**config.mk**
```make
export PLATFORM = sky130hd
export DESIGN_NAME = byte_stuffed_frame_builder_unit
export DESIGN_NICKNAME = d
export VERILOG_FILES = /design/src/hdl/bsfb_pkg.sv /design/src/hdl/byte_stuffed_frame_builder_unit.sv /design/src/hdl/bsfb_cfg_regs.sv /design/src/hdl/bsfb_encoder.sv /design/src/hdl/bsfb_serializer.sv
export SDC_FILE = /design/constraint.sdc
export NUM_CORES = 1
export LEC_CHECK = 0
export BUFFER_PORTS_ARGS = -buffer_cell sky130_fd_sc_hd__buf_4
export CORE_MARGIN = 2
export CORE_UTILIZATION = 35
export CTS_CLUSTER_DIAMETER = 150
export DETAILED_ROUTE_END_ITERATION = 8
export SYNTH_ARGS = -nofsm -noshare
export SYNTH_HDL_FRONTEND = slang
export SYNTH_HIERARCHICAL = 1
export SYNTH_SLANG_ARGS = --single-unit
```
**constraint.sdc**
```tcl
create_clock -name clk -period 5.51 [get_ports clk]
set_input_delay 1.102 -clock clk [delete_from_list [all_inputs] [get_ports clk]]
set_output_delay 1.102 -clock clk [all_outputs]
set_load 0.01 [all_outputs]
```
**src/hdl/bsfb_pkg.sv**
```systemverilog
`timescale 1ns / 1ps
`default_nettype none

package bsfb_pkg;

	localparam int RUN_MAX = 9;
	localparam int CNT_W   = 4;
	localparam int CODE_W  = 4;
	localparam int IDX_W   = 3;

	localparam logic [IDX_W-1:0] CFG_FLAG       = 3'd0;
	localparam logic [IDX_W-1:0] CFG_ESCAPE     = 3'd1;
	localparam logic [IDX_W-1:0] CFG_SUB_FLAG   = 3'd2;
	localparam logic [IDX_W-1:0] CFG_SUB_ESCAPE = 3'd3;
	localparam logic [IDX_W-1:0] CFG_INFO_CODE  = 3'd4;

	localparam logic [7:0]        FLAG_RST       = 8'h7E;
	localparam logic [7:0]        ESCAPE_RST     = 8'h7D;
	localparam logic [7:0]        SUB_FLAG_RST   = 8'h5E;
	localparam logic [7:0]        SUB_ESCAPE_RST = 8'h5D;
	localparam logic [CODE_W-1:0] INFO_CODE_RST  = 4'h0;

	typedef struct packed {
		logic [7:0]        flag;
		logic [7:0]        escape;
		logic [7:0]        sub_flag;
		logic [7:0]        sub_escape;
		logic [CODE_W-1:0] info_code;
	} cfg_t;

	// All line bytes caused by one accepted word.
	typedef struct packed {
		logic [RUN_MAX-1:0][7:0] bytes;
		logic [CNT_W-1:0]        count;
		logic                    close;
	} run_t;

	typedef struct packed {
		logic       two;
		logic [7:0] b0;
		logic [7:0] b1;
	} stuff_t;

	function automatic stuff_t stuff_byte(input logic [7:0] b, input cfg_t c);
		stuff_t s;
		s.two = 1'b1;
		s.b0  = c.escape;
		s.b1  = c.sub_flag;
		if (b == c.flag) begin
			s.b1 = c.sub_flag;
		end else if (b == c.escape) begin
			s.b1 = c.sub_escape;
		end else begin
			s.two = 1'b0;
			s.b0  = b;
			s.b1  = b;
		end
		return s;
	endfunction

endpackage

`default_nettype wire

```
**src/hdl/byte_stuffed_frame_builder_unit.sv**
```systemverilog
`timescale 1ns / 1ps
`default_nettype none

// Byte-stuffed frame builder.
// Input channel (in_valid/in_ready): one word carries an optional frame start
// (address, command), an optional payload byte and an optional frame end.
// Output channel (out_valid/out_ready): one line byte per transfer, with
// last_of_run on the final byte caused by an input word and frame_done on
// the closing flag.
// Configuration: cfg_wr_en/cfg_index/cfg_data write the flag, escape,
// substitute and information-code registers; write only while idle.
// Timing: the first line byte of an input word is offered the cycle after
// the word is accepted. An input word causes at most 9 line bytes; the
// next word is accepted in the same cycle as the last byte of the previous
// run is taken, so the link has no gaps while words that cause bytes keep
// arriving. A word that causes no bytes is accepted without loading a run.
// A stalled receiver holds the current byte and, once the run buffer is
// full, in_ready drops until the last byte of the run is taken.
// Reset clears the frame state and the run buffer and loads the default
// register values (flag 7E, escape 7D, substitutes 5E/5D, code 0).
module byte_stuffed_frame_builder_unit (
	input  wire                         clk,
	input  wire                         arst_n,
	input  wire                         cfg_wr_en,
	input  wire  [bsfb_pkg::IDX_W-1:0]  cfg_index,
	input  wire  [7:0]                  cfg_data,
	input  wire                         in_valid,
	output logic                        in_ready,
	input  wire                         start_frame,
	input  wire  [7:0]                  address,
	input  wire  [7:0]                  command,
	input  wire                         has_byte,
	input  wire  [7:0]                  data_byte,
	input  wire                         end_frame,
	output logic                        out_valid,
	input  wire                         out_ready,
	output logic [7:0]                  out_byte,
	output logic                        last_of_run,
	output logic                        frame_done
);

	bsfb_pkg::cfg_t cfg;
	bsfb_pkg::run_t run;
	logic           accept;
	logic           free;

	assign in_ready = free;
	assign accept   = in_valid && free;

	bsfb_cfg_regs u_cfg (
		.clk       (clk),
		.arst_n    (arst_n),
		.cfg_wr_en (cfg_wr_en),
		.cfg_index (cfg_index),
		.cfg_data  (cfg_data),
		.cfg       (cfg)
	);

	bsfb_encoder u_enc (
		.clk         (clk),
		.arst_n      (arst_n),
		.cfg         (cfg),
		.accept      (accept),
		.start_frame (start_frame),
		.address     (address),
		.command     (command),
		.has_byte    (has_byte),
		.data_byte   (data_byte),
		.end_frame   (end_frame),
		.run         (run)
	);

	bsfb_serializer u_ser (
		.clk         (clk),
		.arst_n      (arst_n),
		.load        (accept && (run.count != '0)),
		.run         (run),
		.free        (free),
		.out_valid   (out_valid),
		.out_ready   (out_ready),
		.out_byte    (out_byte),
		.last_of_run (last_of_run),
		.frame_done  (frame_done)
	);

endmodule

`default_nettype wire

```
**src/hdl/bsfb_cfg_regs.sv**
```systemverilog
`timescale 1ns / 1ps
`default_nettype none

module bsfb_cfg_regs (
	input  wire                         clk,
	input  wire                         arst_n,
	input  wire                         cfg_wr_en,
	input  wire  [bsfb_pkg::IDX_W-1:0]  cfg_index,
	input  wire  [7:0]                  cfg_data,
	output bsfb_pkg::cfg_t              cfg
);

	bsfb_pkg::cfg_t cfg_q;

	always_ff @(posedge clk or negedge arst_n) begin
		if (!arst_n) begin
			cfg_q.flag       <= bsfb_pkg::FLAG_RST;
			cfg_q.escape     <= bsfb_pkg::ESCAPE_RST;
			cfg_q.sub_flag   <= bsfb_pkg::SUB_FLAG_RST;
			cfg_q.sub_escape <= bsfb_pkg::SUB_ESCAPE_RST;
			cfg_q.info_code  <= bsfb_pkg::INFO_CODE_RST;
		end else if (cfg_wr_en) begin
			case (cfg_index)
				bsfb_pkg::CFG_FLAG:       cfg_q.flag       <= cfg_data;
				bsfb_pkg::CFG_ESCAPE:     cfg_q.escape     <= cfg_data;
				bsfb_pkg::CFG_SUB_FLAG:   cfg_q.sub_flag   <= cfg_data;
				bsfb_pkg::CFG_SUB_ESCAPE: cfg_q.sub_escape <= cfg_data;
				bsfb_pkg::CFG_INFO_CODE:  cfg_q.info_code  <= cfg_data[bsfb_pkg::CODE_W-1:0];
				default: ;
			endcase
		end
	end

	assign cfg = cfg_q;

endmodule

`default_nettype wire

```
**src/hdl/bsfb_encoder.sv**
```systemverilog
`timescale 1ns / 1ps
`default_nettype none

module bsfb_encoder (
	input  wire              clk,
	input  wire              arst_n,
	input  bsfb_pkg::cfg_t   cfg,
	input  wire              accept,
	input  wire              start_frame,
	input  wire  [7:0]       address,
	input  wire  [7:0]       command,
	input  wire              has_byte,
	input  wire  [7:0]       data_byte,
	input  wire              end_frame,
	output bsfb_pkg::run_t   run
);

	logic       in_frame_q;
	logic       info_q;
	logic       seen_q;
	logic [7:0] xor_q;

	logic       in_frame_d;
	logic       info_d;
	logic       seen_d;
	logic [7:0] xor_d;

	always_comb begin
		logic [bsfb_pkg::CNT_W-1:0] cnt;
		logic       frm;
		logic       inf;
		logic       seen;
		logic [7:0] acc;
		logic       take;
		logic       close;
		bsfb_pkg::stuff_t sd;
		bsfb_pkg::stuff_t sx;

		frm  = in_frame_q;
		inf  = info_q;
		seen = seen_q;
		acc  = xor_q;
		cnt  = '0;
		for (int k = 0; k < bsfb_pkg::RUN_MAX; k++) begin
			run.bytes[k] = cfg.flag;
		end

		if (start_frame) begin
			run.bytes[0] = cfg.flag;
			run.bytes[1] = address;
			run.bytes[2] = command;
			run.bytes[3] = address ^ command;
			cnt  = 4'd4;
			frm  = 1'b1;
			inf  = (command[bsfb_pkg::CODE_W-1:0] == cfg.info_code);
			seen = 1'b0;
			acc  = 8'h00;
		end

		take = has_byte && frm && inf;
		sd   = bsfb_pkg::stuff_byte(data_byte, cfg);
		if (take) begin
			acc  = acc ^ data_byte;
			seen = 1'b1;
			run.bytes[cnt] = sd.b0;
			cnt = cnt + 4'd1;
			if (sd.two) begin
				run.bytes[cnt] = sd.b1;
				cnt = cnt + 4'd1;
			end
		end

		// check byte (only if a payload byte was taken) then closing flag
		close = end_frame && frm;
		sx    = bsfb_pkg::stuff_byte(acc, cfg);
		if (close) begin
			if (seen) begin
				run.bytes[cnt] = sx.b0;
				cnt = cnt + 4'd1;
				if (sx.two) begin
					run.bytes[cnt] = sx.b1;
					cnt = cnt + 4'd1;
				end
			end
			run.bytes[cnt] = cfg.flag;
			cnt  = cnt + 4'd1;
			frm  = 1'b0;
			inf  = 1'b0;
			seen = 1'b0;
			acc  = 8'h00;
		end

		run.count  = cnt;
		run.close  = close;
		in_frame_d = frm;
		info_d     = inf;
		seen_d     = seen;
		xor_d      = acc;
	end

	always_ff @(posedge clk or negedge arst_n) begin
		if (!arst_n) begin
			in_frame_q <= 1'b0;
			info_q     <= 1'b0;
			seen_q     <= 1'b0;
			xor_q      <= 8'h00;
		end else if (accept) begin
			in_frame_q <= in_frame_d;
			info_q     <= info_d;
			seen_q     <= seen_d;
			xor_q      <= xor_d;
		end
	end

endmodule

`default_nettype wire

```
**src/hdl/bsfb_serializer.sv**
```systemverilog
`timescale 1ns / 1ps
`default_nettype none

module bsfb_serializer (
	input  wire              clk,
	input  wire              arst_n,
	input  wire              load,
	input  bsfb_pkg::run_t   run,
	output logic             free,
	output logic             out_valid,
	input  wire              out_ready,
	output logic [7:0]       out_byte,
	output logic             last_of_run,
	output logic             frame_done
);

	logic [bsfb_pkg::RUN_MAX-1:0][7:0] bytes_q;
	logic [bsfb_pkg::CNT_W-1:0] count_q;
	logic                       close_q;
	logic                       valid_q;
	logic [bsfb_pkg::CNT_W-1:0] idx_q;
	logic                       last;

	assign last        = (idx_q == count_q - 4'd1);
	assign free        = !valid_q || (out_ready && last);
	assign out_valid   = valid_q;
	assign out_byte    = bytes_q[idx_q];
	assign last_of_run = last;
	assign frame_done  = last && close_q;

	always_ff @(posedge clk or negedge arst_n) begin
		if (!arst_n) begin
			valid_q <= 1'b0;
			idx_q   <= '0;
		end else if (load) begin
			valid_q <= 1'b1;
			idx_q   <= '0;
		end else if (valid_q && out_ready) begin
			if (last) begin
				valid_q <= 1'b0;
			end
			idx_q <= idx_q + 4'd1;
		end
	end

	always_ff @(posedge clk) begin
		if (load) begin
			bytes_q <= run.bytes;
			count_q <= run.count;
			close_q <= run.close;
		end
	end

endmodule

`default_nettype wire

```
==> metrics.cfg <==
[finish]
diodes=0
final_cell_mix=buf_4, nand2_1, edfxtp_1, nor2_1, mux2_2
final_util_pct=40.7
area_growth_syn_to_layout_pct=15.0
fin_nets=1025
n_fill_cell=2492
drive_gt1_share_pct=23.8

[global_route]
grt_max_degree=83
grt_overflow=0
grt_usage_pct=21.6
antenna_found_initial=0
grt_first_pass_wirelength_um=46600
grt_pass1_vias=7572

[timing]
finalWorstSetupSlack_ps=679
finalCriticalPeriod_ps=4830
hold_viol_final=0
clock_skew_ps=9.82
grt_setup_unrepaired=false
max_freq_mhz=207
hold_slack_ps=535
fin_crit_sh_pct=87.7
max_slew_margin_pct=42.8
worstMarginPinSlew_ps=858
final_max_slew_viol_count=0
setup_viol=0
fin_setup_tns_ps=0

[floorplanning]
dieArea_mm2=0.0275
die_w_um=166
initial_core_util_pct=35.4
rows=59
fp.dieH_um=166
io_pins=55
core_area_mm2=0.0259

[worst_setup_path]
critPathLaunchType=primary input
worstRegToRegCells=14
cp_slowest_stage_delay_ps=570
critPathCaptureType=register
ff2ff_setup_slack_ps=950
cp.required_ps=5640
crit_type=primary input to register
cp_max_fo=82
r2r_start=u_enc/info_q$_DFFE_PN0P_
crit_family=compound AO/OA/AOI/OAI gates
r2r-end=u_ser/bytes_q[27]$_DFFE_PP_
path_buf_inv=3
crit_path_cell_trace=buf_4, nand2b_1, nand3_1, o31ai_1, o21ai_0, a2111oi_2, and4_1, nor2_4, xnor2_1, nor2_1, ha_1, inv_1, xnor2_1, a21oi_1, o41a_4, buf_12
cp_common_cell=xnor2_1
slowest_stage=o31ai_1
arrival_ps=4960

[yosys]
syn_inst=948
synth-main-ff-cell=edfxtp_1
syn_area_per_cell_um2=9.67
async_reset_ff_share_pct=40.3
ys_warn_count=6
synth_seq_cells=129
ys_top_cells_by_area=edfxtp_1, dfrtp_1, mux2_2
synth-edff-count=77
synth_area_mm2=0.00917
ys_types=84
yosysSeqAreaShare_pct=39.7
syn_nets=997
yosysTopAreaCellShare_pct=25.2
synth_top_area_cell=edfxtp_1

[routing]
drc_errors=0
via_count=8094
drt_iter0_markers=951
firstDrtPassIters=5
ant_nets=0
viasPerCell=6.11
wl_per_cell_um=22.8
drt-total-wl_um=30200

[run_status]
outcome=finished clean

[hold_path]
hold_end=u_cfg/cfg[0]$_DFFE_PN0P_
hold_path.class=register to register
min_from=u_cfg/cfg[0]$_DFFE_PN0P_
whs_path_depth=1

[clocking]
tritoncts=done
postCtsHoldBufs=0
htree_levels=4
cts-root-buf=clkbuf_16
cts_resized=0
numClockSinks=129
clock_path_buffers=2
insertion_delay_ps=430
cts_setup_buffers=0
numCtsBuffers=17
clkTransAtPathRegs_ps=60

[pwr]
leakage_nw=3.83
pwr_density_cell_mw_per_mm2=430
peakVddDrop_mv=0.240

[run]
drv_cap=0

[placed_design]
globalplace.congestion=0.969
io_buffers=54
post-place-ws_ps=281
hpwlAfterDp_um=22300

[state kept, by name, indices dropped and copies added (netlist names)]
signal / count
u_cfg/cfg: 36
u_ser/bytes_q: 72
u_enc/info_q: 1
u_ser/idx_q: 4
u_enc/xor_q: 8
u_ser/close_q: 1
u_enc/in_frame_q: 1
u_ser/out_valid: 1
u_enc/seen_q: 1
u_ser/count_q: 4
[power by group]
part           switching [mW]  total (mW)  leakage [nW]  internal, mW
Combinational           0.964        1.69          2.20         0.727
Clock                   0.477        1.25         0.312         0.772
Sequential              0.278        1.59          1.32          1.31
Total                    1.72        4.53          3.83          2.81
[layer usage]
layer / vias up / GRT usage, % / routed length (µm) / part of all wire, %
li1: 3680 / - / - / -
met1: 3954 / 30.8 / 13300 / 44
met2: 393 / 33.6 / 13600 / 45
met3: 67 / 3.60 / 2330 / 7.7
met4: 0 / 7.07 / 1010 / 3.3
met5: - / 0 / 0 / 0
[cells by family after synthesis]
group	share of synthesized area [%]
buf+inv	5.08
mux	11.9
fa+ha+maj	0.819
xor+xnor	3.79
flops	39.7
compound gates	21.9
simple gates	16.8
[per-stage QoR]
step | total power [mW] | cell area, µm² | std cells
finish | 4.53 | 10500 | 1324
global route | 4.77 | 10500 | 1324
CTS | 4.52 | 10500 | 1324
detailed placement | 3.27 | 9890 | 1292
global placement | 3.25 | 9890 | 1292
floorplan | 2.68 | 9170 | 948
[cell type report]
cell class              instances  area [µm²]  area share, %
well taps                     335         419           3.98
flip-flops and latches        129        3640           34.6
multi-input cells             717        5080           48.2
repair buffers                 87         666           6.32
clock buffers                  17         425           4.04
inverters                      24        90.1          0.855
clock inverters                15         218           2.07
[worst max-delay path by stage]
| stage | to | depth (start not counted) | slack [ps] | from |
|---|---|---|---|---|
| global placement | u_ser/out_valid$_DFFE_PN0P_ | 18 | 340 | command[1] |
| CTS | u_ser/out_valid$_DFFE_PN0P_ | 17 | 720 | command[0] |
| floorplan | u_ser/out_valid$_DFFE_PN0P_ | 17 | 90 | command[1] |
| finish | u_ser/bytes_q[27]$_DFFE_PP_ | 16 | 680 | command[0] |
| detailed placement | u_ser/out_valid$_DFFE_PN0P_ | 17 | 280 | command[0] |
| global route | u_ser/out_valid$_DFFE_PN0P_ | 17 | 300 | command[0] |
[cell usage after synthesis (9+ instances only)]
cell / n
a21oi_1: 46
a221oi_1: 10
a22oi_1: 9
a31oi_1: 19
buf_2: 18
clkbuf_1: 49
dfrtp_1: 30
dfstp_2: 22
edfxtp_1: 77
inv_1: 24
mux2_2: 62
mux2i_1: 18
nand2_1: 86
nand2b_1: 17
nand3_1: 28
nand4_1: 9
nor2_1: 75
nor3_1: 15
o21ai_0: 57
o22a_1: 11
o22ai_1: 33
o31ai_1: 15
or3_1: 12
xnor2_1: 21
xor2_1: 15
(Power assumes the default switching activity.)
